File: src/design/mmrg_pkg.sv
`default_nettype none

package mmrg_pkg;

    localparam logic [63:0] GOLDEN_STEP = 64'h9E3779B97F4A7C15;
    localparam logic [63:0] INIT_TWEAK  = 64'h54454D5035583543;
    localparam logic [63:0] INIT_WEYL   = 64'h6A09E667F3BCC908;
    localparam logic [63:0] SEED_MUL    = 64'h6A09E667F3BCC909;
    localparam logic [63:0] SEED_XOR    = 64'h3243F6A8885A308D;
    localparam logic [63:0] SEED_ADD    = 64'hB7E151628AED2A6B;

    // Command codes carried on the input tuser
    localparam logic [1:0] KIND_INIT     = 2'd0;
    localparam logic [1:0] KIND_SEED     = 2'd1;
    localparam logic [1:0] KIND_DRAW_ONE = 2'd2;
    localparam logic [1:0] KIND_DRAW_TWO = 2'd3;

    // Register indexes (byte address = 8 * index)
    localparam logic [2:0] REG_KEY0   = 3'd0;
    localparam logic [2:0] REG_KEY1   = 3'd1;
    localparam logic [2:0] REG_KEY2   = 3'd2;
    localparam logic [2:0] REG_KEY3   = 3'd3;
    localparam logic [2:0] REG_NONCE0 = 3'd4;
    localparam logic [2:0] REG_NONCE1 = 3'd5;

    // Round counts of the initialise sequence
    localparam logic [4:0] ABSORB_ROUNDS = 5'd16;
    localparam logic [4:0] LAST_ROUND    = 5'd21;

    typedef struct packed {
        logic [3:0][63:0] key;
        logic [1:0][63:0] nonce;
    } cfg_t;

    typedef enum logic [3:0] {
        OP_NONE,
        OP_CAPTURE,
        OP_SEED_K,
        OP_START,
        OP_PRE,
        OP_POST,
        OP_EXTRA_LO,
        OP_EXTRA_HI,
        OP_ABSORB,
        OP_FEED,
        OP_OUT
    } op_t;

    typedef enum logic [2:0] {
        MUL_NONE,
        MUL_BC,
        MUL_CD,
        MUL_AB,
        MUL_SEED_LL,
        MUL_SEED_HL,
        MUL_SEED_LH
    } mul_sel_t;

    typedef enum logic [2:0] {
        ACC_NONE,
        ACC_A,
        ACC_B,
        ACC_C,
        ACC_K1_SET,
        ACC_K1_HI
    } acc_sel_t;

    typedef struct packed {
        op_t        op;
        mul_sel_t   mul;
        acc_sel_t   acc;
        logic [3:0] iter;
        logic       swap;
        logic       last;
    } cmd_t;

    typedef struct packed {
        logic phase_even;
    } status_t;

endpackage

`default_nettype wire

File: src/design/mmrg_regs.sv
`default_nettype none

module mmrg_regs (
    input  logic              clk,
    input  logic              rst_n,
    input  logic              psel,
    input  logic              penable,
    input  logic              pwrite,
    input  logic [5:0]        paddr,
    input  logic [63:0]       pwdata,
    output logic [63:0]       prdata,
    output logic              pready,
    output mmrg_pkg::cfg_t    cfg
);
    import mmrg_pkg::*;

    cfg_t       cfg_reg;
    cfg_t       cfg_next;
    logic [2:0] reg_idx;
    logic       wr_en;

    assign reg_idx = paddr[5:3];
    assign wr_en   = psel && penable && pwrite;
    assign pready  = 1'b1;
    assign cfg     = cfg_reg;

    always_comb
    begin
        cfg_next = cfg_reg;
        if (wr_en)
        begin
            unique case (reg_idx)
                REG_KEY0:   cfg_next.key[0]   = pwdata;
                REG_KEY1:   cfg_next.key[1]   = pwdata;
                REG_KEY2:   cfg_next.key[2]   = pwdata;
                REG_KEY3:   cfg_next.key[3]   = pwdata;
                REG_NONCE0: cfg_next.nonce[0] = pwdata;
                REG_NONCE1: cfg_next.nonce[1] = pwdata;
                default:    cfg_next = cfg_reg;
            endcase
        end
    end

    always_comb
    begin
        unique case (reg_idx)
            REG_KEY0:   prdata = cfg_reg.key[0];
            REG_KEY1:   prdata = cfg_reg.key[1];
            REG_KEY2:   prdata = cfg_reg.key[2];
            REG_KEY3:   prdata = cfg_reg.key[3];
            REG_NONCE0: prdata = cfg_reg.nonce[0];
            REG_NONCE1: prdata = cfg_reg.nonce[1];
            default:    prdata = 64'd0;
        endcase
    end

    always_ff @(posedge clk or negedge rst_n)
    begin
        if (!rst_n)
        begin
            cfg_reg <= '0;
        end
        else
        begin
            cfg_reg <= cfg_next;
        end
    end

endmodule

`default_nettype wire

File: config.mk
export PLATFORM = sky130hd
export DESIGN_NAME = mmrg_regs
export DESIGN_NICKNAME = d
export VERILOG_FILES = /design/src/design/mmrg_pkg.sv /design/src/design/mmrg_regs.sv
export SDC_FILE = /design/constraint.sdc
export NUM_CORES = 1
export LEC_CHECK = 0
export BUFFER_PORTS_ARGS = -buffer_cell sky130_fd_sc_hd__buf_2
export CAP_MARGIN = 10
export CORE_AREA = 3 3 203 205
export CTS_BUF_LIST = sky130_fd_sc_hd__clkbuf_16
export DETAILED_ROUTE_END_ITERATION = 8
export DIE_AREA = 0 0 206 208
export HOLD_SLACK_MARGIN = 0.05
export PLACE_DENSITY_LB_ADDON = 0.3
export SLEW_MARGIN = 20
export SYNTH_ARGS = -nofsm -noshare
export SYNTH_HDL_FRONTEND = slang
export SYNTH_SLANG_ARGS = --single-unit
File: constraint.sdc
create_clock -name clk -period 2.5 [get_ports clk]
set_clock_uncertainty 0.1 [all_clocks]
set_input_delay 0.125 -clock clk [delete_from_list [all_inputs] [get_ports clk]]
set_output_delay 0.125 -clock clk [all_outputs]
set_load 0.05 [all_outputs]
==> results of run 1 <==
-- logic make-up after synthesis --
family / Yosys count
buffers and inverters: 90
multiplexers: 550
other: 1
flip-flops: 384
AND/OR/NAND/NOR: 90
AO/OA/AOI/OAI: 104
-- where the power goes --
part | internal (W) | total, W | switching [W] | leakage (nW)
logic | 0.00247 | 0.00933 | 0.00686 | 5.88
clock network | 0.00364 | 0.00611 | 0.00247 | 0.716
registers | 0.00744 | 0.00845 | 0.00101 | 4.91
-- cell usage after synthesis (2+ instances only) --
library cell  count
mux2i_1         100
dfrtp_1         384
nor3b_1          14
buf_2            57
nor3_4            2
nor2_1           14
nand2_1          38
nand2b_1          2
o22ai_1          14
o221ai_1         38
mux2_1           22
a21oi_1          14
a22oi_1          14
a221o_1          12
nand3_1          12
mux2_2          428
o21ai_0          12
clkbuf_1         19
nor2_4            4
buf_1            12
-- critical path: cells and delay by family --
family / cells / cell delay (ns)
AOI/OAI and AO/OA: 1 / 0.09
buffers and inverters: 4 / 1.13
muxes: 1 / 0.33
and+or+nand+nor: 1 / 0.07
-- layout make-up --
type                    instances  area [um^2]
flip-flops and latches        384         9610
fillers                      3278        16800
clock inverters                30          231
repair buffers                628         3870
inverters                       1         3.75
clock buffers                  45         1130
multi-input cells             745         7370
well taps                     525          657
-- layout by cell type (no fill, tap or decap), drive strengths merged, types with 4 or more instances in the layout --
cell         count
a21oi           14
a221o           12
a22oi           14
buf            562
bufinv           4
clkbuf          45
clkinv          13
dfrtp          384
dlygate4sd3     66
inv             14
mux2           450
mux2i          100
nand2           38
nand3           12
nor2            18
nor3b           14
o21ai           12
o221ai          38
o22ai           14
-- through the flow --
| stage | cell area, um^2 | utilization | total power [W] | cells | setup WS, ns |
|---|---|---|---|---|---|
| 2_1_floorplan | 17400 | - | 0.0152 | 1219 | 0.438 |
| 3_3_place_gp | 20800 | 0.525 | 0.0177 | 2216 | 0.348 |
| 3_5_place_dp | 20800 | 0.525 | 0.0178 | 2216 | 0.322 |
| 4_1_cts | 22900 | 0.577 | 0.0241 | 2358 | 0.420 |
| 5_1_grt | 22900 | 0.577 | 0.0248 | 2358 | 0.336 |
| 6_report | 22900 | 0.577 | 0.0239 | 2358 | 0.387 |
-- per-layer routing --
| metal | vias up | track usage |
|---|---|---|
| li1 | 5665 | - |
| met1 | 6806 | 0.327 |
| met2 | 460 | 0.436 |
| met3 | 83 | 0.0660 |
| met4 | 0 | 0.0822 |
| met5 | - | 0 |
-- worst max path at each step --
stage | startpoint | endpoint | slack (ns) | cells past startpoint
2_1_floorplan | paddr[5] | prdata[33] | 0.44 | 6
3_3_place_gp | paddr[3] | cfg[197] | 0.35 | 5
3_5_place_dp | paddr[3] | cfg[194] | 0.32 | 5
4_1_cts | paddr[3] | prdata[59] | 0.42 | 7
5_1_grt | paddr[3] | prdata[63] | 0.34 | 7
6_report | paddr[3] | prdata[63] | 0.39 | 7
==> impl_metrics.json, run 1 <==
{
  "status": "complete, no violations",
  "async_reset_ff_frac": 1.00,
  "place.gp.congestion": 0.816,
  "drv_slew": 0,
  "path_class": "in2out",
  "cts_sinks": 384,
  "synth_fa_ha_area_frac": 0,
  "hold_path.class": "in2reg",
  "cts_resized": 0,
  "met2WireLength_mm": 28.1,
  "antenna_left": 0,
  "top_layer": "met4",
  "core-area_mm2": 0.0396,
  "met3WireLength_mm": 3.96,
  "post_cts_buffers": 0,
  "worstHoldPathCells": 5,
  "r2r-start": "cfg[102]",
  "fin_tns_setup_ns": 0,
  "fp.dieArea_mm2": 0.0428,
  "cts-buffers-inserted": 42,
  "cts_hold_buf": 67,
  "grt_antenna_before_repair": 0,
  "overflow": 0,
  "wire_per_inst_um": 24.1,
  "crit_chain": "buf_8 -> buf_12 -> buf_4 -> mux2_2 -> nand2_1 -> o221ai_1 -> buf_2",
  "vias": 13000,
  "ys_ff_latch": 384,
  "slew_headroom": 0.341,
  "cp_max_fo": 49,
  "wl_met1_mm": 23.3,
  "cts.path.max_buffers": 3,
  "finalCriticalPeriod_ns": 2.11,
  "max_stage_delay_ns": 0.34,
  "rsz0062_at_grt": "false",
  "ys_types": 27,
  "cp.required_ns": 2.28,
  "yosys.area.top_type": "dfrtp_1",
  "drt_wl_total_mm": 56.8,
  "htreeDepth": 2,
  "cts_root_buffer": "clkbuf_16",
  "cp-start-kind": "input pin",
  "drv_cap": 0,
  "place_hpwl_mm": 37.8,
  "p_per_area_mw_per_mm2": 1040,
  "yosys-top-cells-area": "dfrtp_1, mux2_2, mux2i_1, o221ai_1, buf_2",
  "syn-num-nets": 1294,
  "port_buffers": 519,
  "whs_ns": 0.258,
  "first_pass_iters": 5,
  "synth_top_family_by_area": "multiplexers",
  "grt_pass1_wl_mm": 85.2,
  "synth.cell_area_mm2": 0.0174,
  "final_hold_viol_count": 0,
  "drc": 0,
  "whs_endpoint": "cfg[46]",
  "floorplan.initialDensity": 0.438,
  "nets": 1877,
  "synth-simple-area-share": 0.0287,
  "finalSetupViolCount": 0,
  "period_share": 0.845,
  "layout-drive-gt1-share": 0.579,
  "synth_xor_area_frac": 0,
  "clk_latency_ns": 0.54,
  "num_rows": 73,
  "hp-start": "penable",
  "largest_register_ffs": 384,
  "grt_pass1_vias": 13700,
  "syn_to_final_growth_pct": 31.7,
  "endpoint_kind": "output port",
  "ir_drop_uv": 718,
  "first_iter_violations": 713,
  "arrival_ns": 1.89,
  "diodes": 0,
  "die_w_um": 206,
  "synth_compound_area_frac": 0.0447,
  "reg2reg_slack_ns": 1.58,
  "dieHeight_um": 208,
  "worst_pin_slew_ns": 0.988,
  "grt_max_degree": 88,
  "fmax_ghz": 0.473,
  "synthMuxAreaShare": 0.349,
  "cts_tree": "yes",
  "p_leak_nw": 11.5,
  "r2r_end": "cfg[102]",
  "vias_per_cell": 5.52,
  "crit_slowest_cell": "buf_8",
  "synth_edf_count": 0,
  "avgSynthCellArea_um2": 14.2,
  "netlist_instances": 1219,
  "grtUsageTotal": 0.259,
  "yosys_warnings": 0,
  "synth_flop_cell": "dfrtp_1",
  "yosysSeqAreaShare": 0.553,
  "pin_count": 524,
  "worst-r2r-cell-count": 1,
  "synth_top_area_frac": 0.553,
  "path_clk_slew_ns": 0.06
}
Power figures use the tool's default switching activity.
==> run 2, diff against run 1 <==
==> constraint.sdc (replaced) <==
create_clock -name clk -period 1.9 [get_ports clk]
set_clock_uncertainty 0.1 [all_clocks]
set_input_delay 0.095 -clock clk [delete_from_list [all_inputs] [get_ports clk]]
set_output_delay 0.095 -clock clk [all_outputs]
set_load 0.05 [all_outputs]
==> run 2 against run 1 <==
Die area unchanged. Setup slack got worse by 0.37 ns. First-iteration DRC count down 17%. Global-route usage increased by 0.50 points. Highest routed layer unchanged. Critical path type is now reg2out. Via count up 1.8%. Sequential power increased by 31%. Largest power group unchanged. Non-clock buffer count increased by 67.
==> impl_metrics.json, run 2 (synthesized netlist as in run 1, its figures left out) <==
{
  "status": "complete, no violations",
  "ir_drop_uv": 826,
  "port_buffers": 519,
  "pre_cts_slack_ns": -0.0254,
  "path_clk_slew_ns": 0.06,
  "final_hold_viol_count": 0,
  "period_share": 0.992,
  "whs_ns": 0.265,
  "floorplan.initialDensity": 0.438,
  "p_per_area_mw_per_mm2": 1320,
  "crit_chain": "mux2i_1 -> o21ai_1 -> a221o_1 -> buf_6",
  "layout_commonest_cell": "buf_2",
  "vias_per_cell": 5.47,
  "cp_max_fo": 3,
  "hold_path.class": "in2reg",
  "reg2reg_slack_ns": 0.73,
  "drt_wl_total_mm": 57.7,
  "setup_ws_ns": 0.0148,
  "cts_root_buffer": "clkbuf_16",
  "cp-endpoint": "prdata[35]",
  "nets": 1944,
  "grt_max_degree": 61,
  "hp-start": "penable",
  "cp-start-kind": "flop",
  "r2r-start": "cfg[107]",
  "cts_sinks": 384,
  "cts.path.max_buffers": 3,
  "dieHeight_um": 208,
  "finalCriticalPeriod_ns": 1.89,
  "overflow": 0,
  "drv_cap": 0,
  "final_cell_mix": "buf_2, mux2_2, dfrtp_1",
  "arrival_ns": 1.69,
  "rsz0062_at_grt": "true",
  "drv_slew": 0,
  "first_pass_iters": 5,
  "layout-drive-gt1-share": 0.621,
  "fp.dieArea_mm2": 0.0428,
  "worst-r2r-cell-count": 3,
  "fmax_ghz": 0.530,
  "finalSetupViolCount": 0,
  "num_rows": 73,
  "grt_pass1_wl_mm": 87.2,
  "max_stage_delay_ns": 0.39,
  "place.gp.congestion": 0.815,
  "wire_per_inst_um": 23.8,
  "antenna_left": 0,
  "clk_latency_ns": 0.54,
  "die_w_um": 206,
  "core-area_mm2": 0.0396,
  "htreeDepth": 2,
  "grt_antenna_before_repair": 1,
  "place_hpwl_mm": 39.9,
  "syn_to_final_growth_pct": 37.8,
  "p_leak_nw": 11.9,
  "cts_tree": "yes",
  "worst_pin_slew_ns": 0.525,
  "crit_slowest_cell": "dfrtp_1",
  "drc": 0,
  "r2r_end": "cfg[107]",
  "cts-buffers-inserted": 42,
  "worstHoldPathCells": 5,
  "pin_count": 524,
  "startpoint": "cfg[227]",
  "grtUsageTotal": 0.264,
  "cp.required_ns": 1.70,
  "first_iter_violations": 593,
  "path_class": "reg2out",
  "largest_register_ffs": 384,
  "vias": 13300,
  "grt_pass1_vias": 13900,
  "endpoint_kind": "output port",
  "slew_headroom": 0.650
}
run 2: worst min-delay path by stage:
| stage | slack (ns) | to |
|---|---|---|
| final | 0.27 | cfg[302] |
| after CTS | 0.24 | cfg[302] |
| after global routing | 0.27 | cfg[302] |
| after detailed placement | -0.03 | cfg[304] |
| after global placement | -0.03 | cfg[304] |
| after floorplan | -0.30 | cfg[0] |
run 2: area by class of cell:
type	instances	area (um^2)
multi-input cells	745	7700
clock inverters	29	144
flip-flops and latches	384	9610
inverters	1	3.75
diodes	1	2.50
fillers	3147	15700
clock buffers	45	1130
well taps	525	657
repair buffers	695	4690
run 2: per-stage QoR:
stage	TNS, ns	cells	utilization	power [W]	instance area [um^2]
after floorplan	-0.0965	1219	-	0.0201	17600
after global placement	-0.219	2251	0.541	0.0235	21400
after detailed placement	-0.518	2251	0.541	0.0236	21400
after CTS	-0.0564	2400	0.597	0.0316	23600
after global routing	-0.474	2425	0.604	0.0329	23900
final	0	2425	0.604	0.0316	23900
run 2: worst max-delay path: cells and delay by family (launching register included):
kind	cells	cell delay (ns)
flops	1	0.39
mux	1	0.15
compound gates	2	0.43
buf+inv	1	0.17
run 2: layer usage:
| metal | vias to the layer above | part of all wire | track usage |
|---|---|---|---|
| met1 | 6862 | 0.40 | 0.328 |
| met3 | 86 | 0.074 | 0.0635 |
| li1 | 5822 | - | - |
| met2 | 484 | 0.50 | 0.453 |
| met4 | 0 | 0.026 | 0.0815 |
| met5 | - | 0 | 0 |
run 2: timing repair:
action,in CTS,in global routing
pin swaps,4,9
buffers inserted,9,24
hold endpoints to repair,768,0
hold buffers,66,0
endpoints found under the setup margin,28,32
resized for setup,65,31
run 2: where the power goes:
| group | switching, W | leakage [nW] | internal, W |
|---|---|---|---|
| sequential | 0.00128 | 4.91 | 0.00979 |
| clock | 0.00324 | 0.660 | 0.00437 |
| combinational | 0.00928 | 6.35 | 0.00369 |
| total | 0.0138 | 11.9 | 0.0179 |
