File: src/design/mmrg_pkg.sv
`default_nettype none

package mmrg_pkg;

    localparam logic [63:0] GOLDEN_STEP = 64'h9E3779B97F4A7C15;
    localparam logic [63:0] INIT_TWEAK  = 64'h54454D5035583543;
    localparam logic [63:0] INIT_WEYL   = 64'h6A09E667F3BCC908;
    localparam logic [63:0] SEED_MUL    = 64'h6A09E667F3BCC909;
    localparam logic [63:0] SEED_XOR    = 64'h3243F6A8885A308D;
    localparam logic [63:0] SEED_ADD    = 64'hB7E151628AED2A6B;

    // Command codes carried on the input tuser
    localparam logic [1:0] KIND_INIT     = 2'd0;
    localparam logic [1:0] KIND_SEED     = 2'd1;
    localparam logic [1:0] KIND_DRAW_ONE = 2'd2;
    localparam logic [1:0] KIND_DRAW_TWO = 2'd3;

    // Register indexes (byte address = 8 * index)
    localparam logic [2:0] REG_KEY0   = 3'd0;
    localparam logic [2:0] REG_KEY1   = 3'd1;
    localparam logic [2:0] REG_KEY2   = 3'd2;
    localparam logic [2:0] REG_KEY3   = 3'd3;
    localparam logic [2:0] REG_NONCE0 = 3'd4;
    localparam logic [2:0] REG_NONCE1 = 3'd5;

    // Round counts of the initialise sequence
    localparam logic [4:0] ABSORB_ROUNDS = 5'd16;
    localparam logic [4:0] LAST_ROUND    = 5'd21;

    typedef struct packed {
        logic [3:0][63:0] key;
        logic [1:0][63:0] nonce;
    } cfg_t;

    typedef enum logic [3:0] {
        OP_NONE,
        OP_CAPTURE,
        OP_SEED_K,
        OP_START,
        OP_PRE,
        OP_POST,
        OP_EXTRA_LO,
        OP_EXTRA_HI,
        OP_ABSORB,
        OP_FEED,
        OP_OUT
    } op_t;

    typedef enum logic [2:0] {
        MUL_NONE,
        MUL_BC,
        MUL_CD,
        MUL_AB,
        MUL_SEED_LL,
        MUL_SEED_HL,
        MUL_SEED_LH
    } mul_sel_t;

    typedef enum logic [2:0] {
        ACC_NONE,
        ACC_A,
        ACC_B,
        ACC_C,
        ACC_K1_SET,
        ACC_K1_HI
    } acc_sel_t;

    typedef struct packed {
        op_t        op;
        mul_sel_t   mul;
        acc_sel_t   acc;
        logic [3:0] iter;
        logic       swap;
        logic       last;
    } cmd_t;

    typedef struct packed {
        logic phase_even;
    } status_t;

endpackage

`default_nettype wire

File: src/design/mmrg_ctrl.sv
`default_nettype none

module mmrg_ctrl (
    input  logic                clk,
    input  logic                rst_n,
    input  logic                s_tvalid,
    output logic                s_tready,
    input  logic [1:0]          s_tuser,
    output logic                m_tvalid,
    input  logic                m_tready,
    input  mmrg_pkg::status_t   status,
    output mmrg_pkg::cmd_t      cmd
);
    import mmrg_pkg::*;

    typedef enum logic [4:0] {
        S_IDLE,
        S_SEED_LL,
        S_SEED_HL,
        S_SEED_LH,
        S_SEED_ACC,
        S_START,
        S_PRE,
        S_MUL_BC,
        S_MUL_CD,
        S_ACC_B,
        S_MUL_AB,
        S_ACC_C,
        S_MUL_CD2,
        S_ACC_A,
        S_POST,
        S_EXTRA_LO,
        S_EXTRA_HI,
        S_ABSORB,
        S_FEED,
        S_OUT
    } state_t;

    state_t     state_reg;
    state_t     round_next;
    logic [4:0] cnt_reg;
    logic       draw_reg;
    logic       two_reg;
    logic       second_reg;
    logic       m_valid_reg;
    logic       load_ok;

    assign s_tready = (state_reg == S_IDLE);
    assign m_tvalid = m_valid_reg;
    assign load_ok  = !m_valid_reg || m_tready;

    // Where to go once a round has finished
    always_comb
    begin
        if (draw_reg)
        begin
            round_next = S_OUT;
        end
        else if (cnt_reg < ABSORB_ROUNDS)
        begin
            round_next = S_ABSORB;
        end
        else if (cnt_reg == LAST_ROUND)
        begin
            round_next = S_FEED;
        end
        else
        begin
            round_next = S_PRE;
        end
    end

    always_comb
    begin
        cmd      = '0;
        cmd.op   = OP_NONE;
        cmd.mul  = MUL_NONE;
        cmd.acc  = ACC_NONE;
        cmd.iter = cnt_reg[3:0];
        cmd.swap = second_reg;
        cmd.last = second_reg || !two_reg;
        unique case (state_reg)
            S_IDLE:     cmd.op = (s_tvalid) ? OP_CAPTURE : OP_NONE;
            S_SEED_LL:  begin cmd.op = OP_SEED_K; cmd.mul = MUL_SEED_LL; end
            S_SEED_HL:  begin cmd.acc = ACC_K1_SET; cmd.mul = MUL_SEED_HL; end
            S_SEED_LH:  begin cmd.acc = ACC_K1_HI; cmd.mul = MUL_SEED_LH; end
            S_SEED_ACC: cmd.acc = ACC_K1_HI;
            S_START:    cmd.op = OP_START;
            S_PRE:      cmd.op = OP_PRE;
            S_MUL_BC:   cmd.mul = MUL_BC;
            S_MUL_CD:   begin cmd.mul = MUL_CD; cmd.acc = ACC_A; end
            S_ACC_B:    cmd.acc = ACC_B;
            S_MUL_AB:   cmd.mul = MUL_AB;
            S_ACC_C:    cmd.acc = ACC_C;
            S_MUL_CD2:  cmd.mul = MUL_CD;
            S_ACC_A:    cmd.acc = ACC_A;
            S_POST:     cmd.op = OP_POST;
            S_EXTRA_LO: cmd.op = OP_EXTRA_LO;
            S_EXTRA_HI: cmd.op = OP_EXTRA_HI;
            S_ABSORB:   cmd.op = OP_ABSORB;
            S_FEED:     cmd.op = OP_FEED;
            S_OUT:      cmd.op = load_ok ? OP_OUT : OP_NONE;
            default:    cmd.op = OP_NONE;
        endcase
    end

    always_ff @(posedge clk or negedge rst_n)
    begin
        if (!rst_n)
        begin
            state_reg   <= S_IDLE;
            cnt_reg     <= 5'd0;
            draw_reg    <= 1'b0;
            two_reg     <= 1'b0;
            second_reg  <= 1'b0;
            m_valid_reg <= 1'b0;
        end
        else
        begin
            if (state_reg == S_OUT && load_ok)
            begin
                m_valid_reg <= 1'b1;
            end
            else if (m_tready)
            begin
                m_valid_reg <= 1'b0;
            end

            unique case (state_reg)
                S_IDLE:
                begin
                    if (s_tvalid)
                    begin
                        cnt_reg    <= 5'd0;
                        second_reg <= 1'b0;
                        two_reg    <= (s_tuser == KIND_DRAW_TWO);
                        draw_reg   <= (s_tuser == KIND_DRAW_ONE) || (s_tuser == KIND_DRAW_TWO);
                        if (s_tuser == KIND_INIT)
                        begin
                            state_reg <= S_START;
                        end
                        else if (s_tuser == KIND_SEED)
                        begin
                            state_reg <= S_SEED_LL;
                        end
                        else
                        begin
                            state_reg <= S_PRE;
                        end
                    end
                end
                S_SEED_LL:  state_reg <= S_SEED_HL;
                S_SEED_HL:  state_reg <= S_SEED_LH;
                S_SEED_LH:  state_reg <= S_SEED_ACC;
                S_SEED_ACC: state_reg <= S_START;
                S_START:    state_reg <= S_PRE;
                S_PRE:      state_reg <= S_MUL_BC;
                S_MUL_BC:   state_reg <= S_MUL_CD;
                S_MUL_CD:   state_reg <= S_ACC_B;
                S_ACC_B:    state_reg <= S_MUL_AB;
                S_MUL_AB:   state_reg <= S_ACC_C;
                S_ACC_C:    state_reg <= S_MUL_CD2;
                S_MUL_CD2:  state_reg <= S_ACC_A;
                S_ACC_A:    state_reg <= S_POST;
                S_POST:
                begin
                    if (status.phase_even)
                    begin
                        state_reg <= S_EXTRA_LO;
                    end
                    else
                    begin
                        state_reg <= round_next;
                        if (round_next == S_PRE)
                        begin
                            cnt_reg <= cnt_reg + 5'd1;
                        end
                    end
                end
                S_EXTRA_LO: state_reg <= S_EXTRA_HI;
                S_EXTRA_HI:
                begin
                    state_reg <= round_next;
                    if (round_next == S_PRE)
                    begin
                        cnt_reg <= cnt_reg + 5'd1;
                    end
                end
                S_ABSORB:
                begin
                    cnt_reg   <= cnt_reg + 5'd1;
                    state_reg <= S_PRE;
                end
                S_FEED:     state_reg <= S_IDLE;
                S_OUT:
                begin
                    if (load_ok)
                    begin
                        if (two_reg && !second_reg)
                        begin
                            second_reg <= 1'b1;
                        end
                        else
                        begin
                            state_reg <= S_IDLE;
                        end
                    end
                end
                default:    state_reg <= S_IDLE;
            endcase
        end
    end

endmodule

`default_nettype wire

File: config.mk
export PLATFORM = sky130hd
export DESIGN_NAME = mmrg_ctrl
export DESIGN_NICKNAME = d
export VERILOG_FILES = /design/src/design/mmrg_pkg.sv /design/src/design/mmrg_ctrl.sv
export SDC_FILE = /design/constraint.sdc
export NUM_CORES = 1
export LEC_CHECK = 0
export ABC_AREA = 1
export BUFFER_PORTS_ARGS = -buffer_cell sky130_fd_sc_hd__buf_4
export CAP_MARGIN = 20
export CORE_MARGIN = 2
export CORE_UTILIZATION = 43
export DETAILED_ROUTE_END_ITERATION = 8
export MAX_ROUTING_LAYER = met4
export PLACE_DENSITY = 0.63
export RECOVER_POWER = 100
export SYNTH_ARGS = -nofsm -noshare
export SYNTH_HDL_FRONTEND = slang
export SYNTH_SLANG_ARGS = --single-unit
File: constraint.sdc
create_clock -name clk -period 1.8 [get_ports clk]
set_input_delay 0.18 -clock clk [delete_from_list [all_inputs] [get_ports clk]]
set_output_delay 0.18 -clock clk [all_outputs]
set_load 0.05 [all_outputs]
==> results by group, run 1 <==
Timing
  – Max Fclk: 541.3 MHz
  – RSZ-0062 raised after global routing: true
  – Final Hold Viols: 0
  – Slew HR: 45.92%
  – Final period util: 102.6%
  – Final Critical Period: 1.848 ns
  – Total negative slack: -0.1225 ns
  – Setup violators final: 4
  – Slew Viols, Final: 0
  – Final WS setup: -0.04754 ns
  – Worst hold slack: 0.1422 ns
  – Tightest Pin Transition: 0.8112 ns
  – Clock skew: 0.002219 ns

Synth
  – Mean Syn Cell Area: 6.610 um^2
  – Synth Instances: 184
  – Cell variety after synth: 30
  – Seq/Total Area, Yosys: 28.81%
  – Syn Nets: 193
  – Yosys warns: 0
  – Mapped cell area: 1216 um^2
  – Seq cells post-synth: 14

Outcome
  – Failing checks: setup timing
  – Outcome: complete, but fails checks

Setup path
  – Buf/Inv on CP: 3
  – WP data arrival: 1.67 ns
  – Crit-path leading delay family: simple AND/OR/NAND/NOR gates
  – Highest fanout seen on the critical path: 6
  – CP Cell Sequence: nor2_4, inv_2, nor2_8, inv_4, nor2_4, nor2_2, nand3_1, buf_6
  – Slowest cell delay on critical path: 0.47 ns
  – CP max stage cell: dfrtp_2
  – Crit path kind: reg -> out
  – Req. time, crit path: 1.62 ns
  – Crit path capture type: primary output
  – CP startpoint kind: register
  – Reg2reg path depth: 8
  – Most used cell along the critical path: nor2_4
  – Worst path depth: 8

Layout
  – Sequential cell area: 356.6 um^2
  – Nets: 237
  – Multi-input gate area: 795.8 um^2
  – Fillers: 235
  – # diodes: 0
  – Area growth, synth to finish: 38.99%
  – Fin area: 1690 um^2
  – Share of cells above drive strength 1: 40.27%

Flow run
  – Max-cap viol count: 0

Placed design
  – IO buf count: 24
  – Placed Area: 1405 um^2
  – Placer congestion estimate: 0.9676
  – Pre-CTS setup slack: 0.1430 ns
  – DP Wirelength: 2.477 mm

Route
  – Initial DRC count: 75
  – Total number of vias: 1360
  – Routed len/inst: 13.63 um
  – Total Routed Length: 3.502 mm
  – DR DRC count: 0
  – Vias per inst: 5.292
  – First-pass DRT Iterations: 4
  – Routed Antenna Nets: 0

Global routing
  – Number of global-route vias before repair: 1204
  – All-layer global routing usage: 21.67%
  – Initial antenna violation count: 0
  – Total gr overflow: 0
  – Pin count of the biggest net entering global routing: 15
  – First-pass GRT wire length: 5.402 mm

Worst hold path
  – Hold Crit Class: in -> reg
  – Hold Crit Depth: 3

Clocking
  – Sink Count: 14
  – CTS Root Cell: clkbuf_4
  – Clk_lat worst skew: 0.28 ns
  – CTS H-tree depth: 1
  – Clk buf depth: 2
  – CTS Buf Count: 3
  – Clk slew on worst S/H paths: 0.08 ns
  – CTS tree: yes

Floorplan
  – Core area: 2710 um^2
  – Die Wd: 57.18 um
  – IO Count: 25
  – Die height: 57.18 um
  – Die ar.: 3270 um^2
  – Initial Util: 44.88%
  – Row count: 19

Pwr
  – Leakage Power: 0.8684 nW
  – Pwr dens: 1993 nW/um^2
  – Max VDD drop: 1.607 mV
  – Pwr Total: 0.003369 W
## layout make-up
class,count,area share (%)
Tap cell,31,2.295
Inverter,28,6.884
Multi-Input combinational cell,136,47.08
Timing Repair Buffer,45,21.32
Sequential cell,14,21.10
Clock buffer,3,1.332
## power breakdown
group	switching (W)	internal [W]	total (W)	leakage, nW
Combinational	0.00169	0.000932	0.00262	0.677
Clock	0.000102	0.0000777	0.000179	0.0138
Sequential	0.000150	0.000422	0.000572	0.177
Total	0.00194	0.00143	0.00337	0.868
## worst reg2reg max path, cell delays in order (launching register included)
cell     delay (ns)
dfrtp_2        0.47
nor2_4         0.22
buf_4          0.15
nand4_1        0.09
buf_4          0.17
nand3_2        0.07
nand4_4        0.16
nand2_1        0.09
o21ai_1        0.07
## stage by stage
step	cells	utilization (%)
floorplan	184	-
global placement	234	51.85
detailed placement	234	51.85
CTS	243	55.40
global route	257	62.37
finish	257	62.37
## layout by cell type (no fill, tap or decap), types with 4 or more instances in the layout
master,netlist,routed
nor2_2,5,5
o21ai_1,7,8
inv_2,5,7
buf_4,5,31
nand3_1,12,12
inv_1,21,17
nand2_2,5,9
nor2_1,21,18
dfrtp_1,14,9
nand2_1,54,48
nor2_4,2,5
buf_6,0,7
dfrtp_2,0,5
clkbuf_1,0,5
a21oi_1,4,4
## routing by layer
metal | vias up | wire length [um] | part of all wire [%] | global-route usage (%)
met3 | 6 | 212 | 6.1 | 3.175
li1 | 669 | - | - | -
met1 | 623 | 1378 | 39 | 26.60
met2 | 62 | 1855 | 53 | 36.62
met4 | 0 | 55 | 1.6 | 6.977
met5 | - | 0 | 0 | -
## cell usage after synthesis
cell | instances | area, um^2
nand2_1 | 54 | 202.7
xor2_1 | 1 | 8.760
nand3_2 | 3 | 30.03
inv_1 | 21 | 78.83
o21ai_0 | 3 | 15.01
o22ai_1 | 1 | 6.260
nand4_4 | 1 | 21.27
nand2_4 | 1 | 11.26
nand3_4 | 1 | 17.52
nand2_2 | 5 | 31.28
o2111ai_1 | 1 | 8.760
a21oi_1 | 4 | 20.02
inv_2 | 5 | 18.77
o31ai_1 | 1 | 7.510
or2_2 | 2 | 12.51
dfrtp_1 | 14 | 350.3
o21ai_1 | 7 | 35.03
nand3_1 | 12 | 60.06
buf_2 | 1 | 5.000
clkinv_1 | 1 | 3.750
clkinv_2 | 1 | 5.000
nand4_1 | 3 | 18.77
nor2_8 | 1 | 20.02
ha_1 | 2 | 25.02
nor2_4 | 2 | 22.52
o211ai_1 | 3 | 22.52
nor2_1 | 21 | 78.83
nor3_1 | 2 | 10.01
buf_4 | 5 | 37.54
nor2_2 | 5 | 31.28
## kinds of logic after synthesis
family / count (synthesis) / synth area share, %
buffers and inverters: 34 / 12.24
AO/OA/AOI/OAI: 20 / 9.465
flip-flops: 14 / 28.81
XOR/XNOR: 1 / 0.7203
adder cells (fa/ha/maj): 2 / 2.057
AND/OR/NAND/NOR: 113 / 46.71
## final timing paths
kind / from / end / slack (ns)
hold / removal: s_tvalid / draw_reg / 0.14
setup / recovery: state_reg[2] / cmd[12] / -0.05
hold reg to reg: draw_reg / draw_reg / 0.51
setup reg to reg: state_reg[2] / cnt_reg[4] / 0.19
min in group asynchronous: rst_n / cnt_reg[3] / 0.50
max in group asynchronous: rst_n / state_reg[0] / 0.75
## what timing repair did
action,in CTS,in global routing
pin swaps,2,12
gates resized for setup,11,27
endpoints found under the setup margin,7,9
hold endpoints to repair,14,0
hold buffers,1,0
setup buffers,5,14
(Power assumes the default switching activity.)
==> run 2: changes to the inputs <==
- CORE_MARGIN: 2 -> 4
==> results by group, run 2 (synthesized netlist as in run 1, its figures left out) <==
Outcome
  – Outcome: complete, no violations

Layout
  – Fillers: 273
  – Most frequent cells in the layout: nand2_1, buf_4, inv_1, nor2_1, nand3_1
  – # diodes: 0
  – Final Non-Filler Cells: 253
  – Share of cells above drive strength 1: 36.49%
  – Commonest non-fill, non-tap cell in the layout: nand2_1
  – Fin area: 1640 um^2
  – Nets: 232
  – Area growth, synth to finish: 34.88%

Route
  – Vias per inst: 5.142
  – Total number of vias: 1301
  – Total Routed Length: 3.309 mm
  – First-pass DRT Iterations: 4
  – Routed len/inst: 13.08 um
  – Routed Antenna Nets: 0
  – Initial DRC count: 64
  – DR DRC count: 0

Pwr
  – Leakage Power: 0.8420 nW
  – Max VDD drop: 1.723 mV
  – Pwr Total: 0.003281 W
  – Pwr dens: 2000 nW/um^2

Floorplan
  – Die height: 61.18 um
  – Core area: 2734 um^2
  – Die Wd: 61.18 um
  – IO Count: 25
  – Row count: 19
  – Die ar.: 3743 um^2
  – Initial Util: 44.49%

Timing
  – RSZ-0062 raised after global routing: true
  – Slew Viols, Final: 0
  – Total negative slack: 0 ns
  – Final period util: 99.82%
  – Final Critical Period: 1.797 ns
  – Slew HR: 47.13%
  – Max Fclk: 556.6 MHz
  – Worst hold slack: 0.1503 ns
  – Tightest Pin Transition: 0.7931 ns
  – Setup violators final: 0
  – Clock skew: 0.002689 ns
  – Final Hold Viols: 0

Setup path
  – Buf/Inv on CP: 3
  – Crit path kind: reg -> out
  – WP data arrival: 1.62 ns
  – Slowest cell delay on critical path: 0.48 ns
  – Crit-path leading delay family: flip-flops
  – Highest fanout seen on the critical path: 6
  – CP Cell Sequence: nor2_4, buf_4, nand3_4, inv_2, nor2_1, o211ai_1, buf_4
  – Most used cell along the critical path: buf_4
  – Worst R2R Setup Slack: 0.17 ns
  – CP startpoint kind: register
  – CP max stage cell: dfrtp_2
  – Req. time, crit path: 1.62 ns
  – Crit path capture type: primary output

Placed design
  – Placed Area: 1398 um^2
  – IO buf count: 24
  – Placer congestion estimate: 0.8858
  – # placed instances: 233
  – DP Wirelength: 2.487 mm

Clocking
  – CTS H-tree depth: 1
  – Clk buf depth: 2
  – Clk slew on worst S/H paths: 0.08 ns
  – CTS tree: yes
  – Clk_lat worst skew: 0.27 ns
  – CTS Buf Count: 3
  – CTS Root Cell: clkbuf_4
  – Sink Count: 14

Global routing
  – Number of global-route vias before repair: 1210
  – First-pass GRT wire length: 5.382 mm
  – Total gr overflow: 0
  – Pin count of the biggest net entering global routing: 15
  – Initial antenna violation count: 0
  – All-layer global routing usage: 19.55%

Flow run
  – Max-cap viol count: 0

Worst hold path
  – Hold Crit Class: in -> reg
## run 2: per-layer routing
layer / GRT usage (%) / wire length (um) / part of all wire [%]
met1: 22.49 / 1394 / 42
met2: 36.10 / 1753 / 53
met3: 1.887 / 144 / 4.4
met4: 4.644 / 16 / 0.48
met5: - / 0 / 0
## run 2: tightest hold or removal path, cell delays in order
cell and delay [ns]:
buf_4 0.08, nand2_1 0.06, nand2_1 0.07
## run 2: cell type report
cell class                 count  area [um^2]  share of cell area [%]
sequential                    14        356.6                   21.74
inverter                      28        112.6                   6.865
clock buffer                   4        36.28                   2.212
multi-input combinational    136        784.5                   47.83
tap                           31        38.79                   2.365
timing repair buffer          40        311.5                   18.99
## run 2: final timing paths
kind                              start      endpoint  depth (start not counted)
setup / recovery           state_reg[2]       cmd[13]                          7
hold / removal                 s_tvalid      draw_reg                          3
setup reg to reg           state_reg[2]    cnt_reg[0]                          8
min in group asynchronous         rst_n    cnt_reg[1]                          2
hold reg to reg                draw_reg      draw_reg                          2
max in group asynchronous         rst_n  state_reg[3]                          2
## run 2: where the power goes
group,switching (W),internal (W)
Combinational,0.00162,0.000859
Sequential,0.000151,0.000422
Clock,0.000100,0.000123
Total,0.00188,0.00140
## run 2: per-stage QoR
step	util [%]	worst slack [ns]
2_1_floorplan	-	0.007409
3_3_place_gp	51.12	0.1541
3_5_place_dp	51.12	0.1194
4_1_cts	56.38	0.006658
5_1_grt	60.00	-0.09211
6_report	60.00	0.003313
## run 2: timing repair
item / CTS / global route
setup endpoints to repair: 8 / 10
hold endpoints to repair: 14 / 0
pin swaps: 3 / 4
setup buffers: 9 / 6
hold buffers: 1 / 0
resized for setup: 11 / 19
gates cloned: 0 / 0
==> run 3: changes to the inputs <==
- REMOVE_ABC_BUFFERS: not set -> 1
==> results by group, run 3 (synthesized netlist as in run 1, its figures left out) <==
Outcome
  – Outcome: complete, but fails checks
  – Failing checks: setup timing

Pwr
  – Leakage Power: 0.9359 nW
  – Seq pwr share: 15.8%
  – Gate power share: 78.0%
  – Switching power: 0.002008 W
  – Max VDD drop: 1.661 mV
  – Pwr Total: 0.003668 W
  – Clk network pwr share: 6.2%
  – Switch share: 54.76%
  – Power Internal: 0.001659 W
  – Pwr dens: 2061 nW/um^2

Floorplan
  – IO Count: 25
  – Row count: 19
  – Die Wd: 61.18 um
  – Die height: 61.18 um
  – Die ar.: 3743 um^2
  – Initial Util: 44.49%
  – Core area: 2734 um^2

Timing
  – Final Critical Period: 1.932 ns
  – RSZ-0062 raised after global routing: true
  – Setup violators final: 5
  – Tightest Pin Transition: 0.7842 ns
  – Max Fclk: 517.6 MHz
  – Worst hold slack: 0.1489 ns
  – Final Hold Viols: 0
  – Slew Viols, Final: 0
  – Final WS setup: -0.1320 ns
  – Slew HR: 47.72%
  – Clock skew: 0.003859 ns
  – Final period util: 107.3%

Worst hold path
  – Hold Path Sink: draw_reg
  – Hold Crit Class: in -> reg
  – Hold Crit Depth: 3
  – HP Start: s_tvalid

Clocking
  – Clk buf depth: 2
  – Clk_lat worst skew: 0.28 ns
  – CTS Buf Count: 3
  – Sink Count: 14
  – CTS tree: yes
  – CTS Root Cell: clkbuf_4
  – Clk slew on worst S/H paths: 0.09 ns
  – CTS H-tree depth: 1

Global routing
  – GR Util met3: 1.887%
  – Global routing's busiest layer: met2
  – Total gr overflow: 0
  – Initial antenna violation count: 0
  – GR Util met2: 32.48%
  – M1 GR Usage: 23.55%
  – All-layer global routing usage: 19.21%
  – First-pass GRT wire length: 5.250 mm
  – Number of global-route vias before repair: 1209
  – Pin count of the biggest net entering global routing: 15

Flow run
  – Max-cap viol count: 0

Layout
  – # diodes: 0
  – Final Util: 65.08%
  – Fin area: 1779 um^2
  – Most frequent cells in the layout: nand2_1, buf_4, inv_1, nor2_1, buf_6
  – Commonest non-fill, non-tap cell in the layout: nand2_1
  – Nets: 244
  – Share of cells above drive strength 1: 42.74%
  – Area growth, synth to finish: 46.30%

Setup path
  – CP startpoint kind: register
  – Worst R2R Setup Slack: 0.11 ns
  – Req. time, crit path: 1.62 ns
  – WP data arrival: 1.75 ns
  – Crit path capture type: primary output
  – Worst reg2reg endpoint: cnt_reg[4]
  – Crit path kind: reg -> out
  – Reg2reg path depth: 8
  – Worst r2r src: state_reg[2]
  – Highest fanout seen on the critical path: 7

Route
  – Routed len/inst: 13.57 um
  – DR DRC count: 0
  – Vias per inst: 5.189
  – Total Routed Length: 3.597 mm
  – Routed Antenna Nets: 0
  – First-pass DRT Iterations: 4
  – Initial DRC count: 125
  – Total number of vias: 1375

Placed design
  – IO buf count: 24
  – Placer congestion estimate: 0.9189
  – Placed Area: 1408 um^2
  – DP Wirelength: 2.522 mm
## run 3: cell types whose count changed in the layout (fill, tap and decap cells not counted), moves of 3 or more
cell,change
buf_4,+6
buf_6,+5
nand3_2,+4
nand2_1,-3
nand3_1,-3
nor2_2,+3
## run 3: power groups by stage
stage | logic (W) | clock network, W | registers [W]
finish | 0.00286 | 0.000228 | 0.000580
global route | 0.00306 | 0.000255 | 0.000598
CTS | 0.00220 | 0.000234 | 0.000556
detailed placement | 0.00207 | 0 | 0.000558
global placement | 0.00208 | 0 | 0.000554
floorplan | 0.00147 | 0 | 0.000615
## run 3: worst max path at each step
stage / cells after the start / to / slack [ns] / from
floorplan: 3 / cmd[8] / -0.31 / state_reg[0]
global placement: 8 / cmd[12] / 0.14 / state_reg[0]
detailed placement: 8 / cmd[12] / 0.1 / state_reg[0]
CTS: 8 / cmd[12] / -0.04 / state_reg[3]
global route: 8 / cmd[12] / -0.22 / state_reg[2]
finish: 8 / cmd[12] / -0.13 / state_reg[2]
## run 3: layer usage
| layer | vias to the layer above | part of all wire [%] |
|---|---|---|
| li1 | 682 | - |
| met1 | 638 | 42 |
| met2 | 53 | 51 |
| met3 | 2 | 6.4 |
| met4 | 0 | 0.44 |
| met5 | - | 0 |
## run 3: worst max-delay path, stage by stage, from the launching register on
cell	delay [ns]
dfrtp_2	0.48
nor2_4	0.27
inv_2	0.10
nor2_8	0.12
inv_4	0.06
nor2_4	0.13
nor2_2	0.06
nand3_2	0.10
buf_8	0.15
## run 3: cell type report
class	instances	area, um^2
clock buffer	4	36.28
multi-input combinational	136	808.3
fill	233	954.7
tap	31	38.79
inverter	28	111.4
timing repair buffer	52	427.9
sequential	14	356.6
## run 3: metrics by stage
stage | setup WS (ns) | TNS [ns] | std cells
after floorplan | -0.3091 | -0.5319 | 178
after global placement | 0.1370 | 0 | 235
after detailed placement | 0.09760 | 0 | 235
after CTS | -0.03516 | -0.08644 | 247
after global routing | -0.2242 | -1.033 | 265
final | -0.1320 | -0.3401 | 265
## run 3: repair_timing
action                     CTS  global route
setup endpoints to repair    9            10
pin swaps                    3            12
hold buffers                 1             0
hold endpoints to repair    14             0
buffers inserted             7            19
resized for setup            7            41
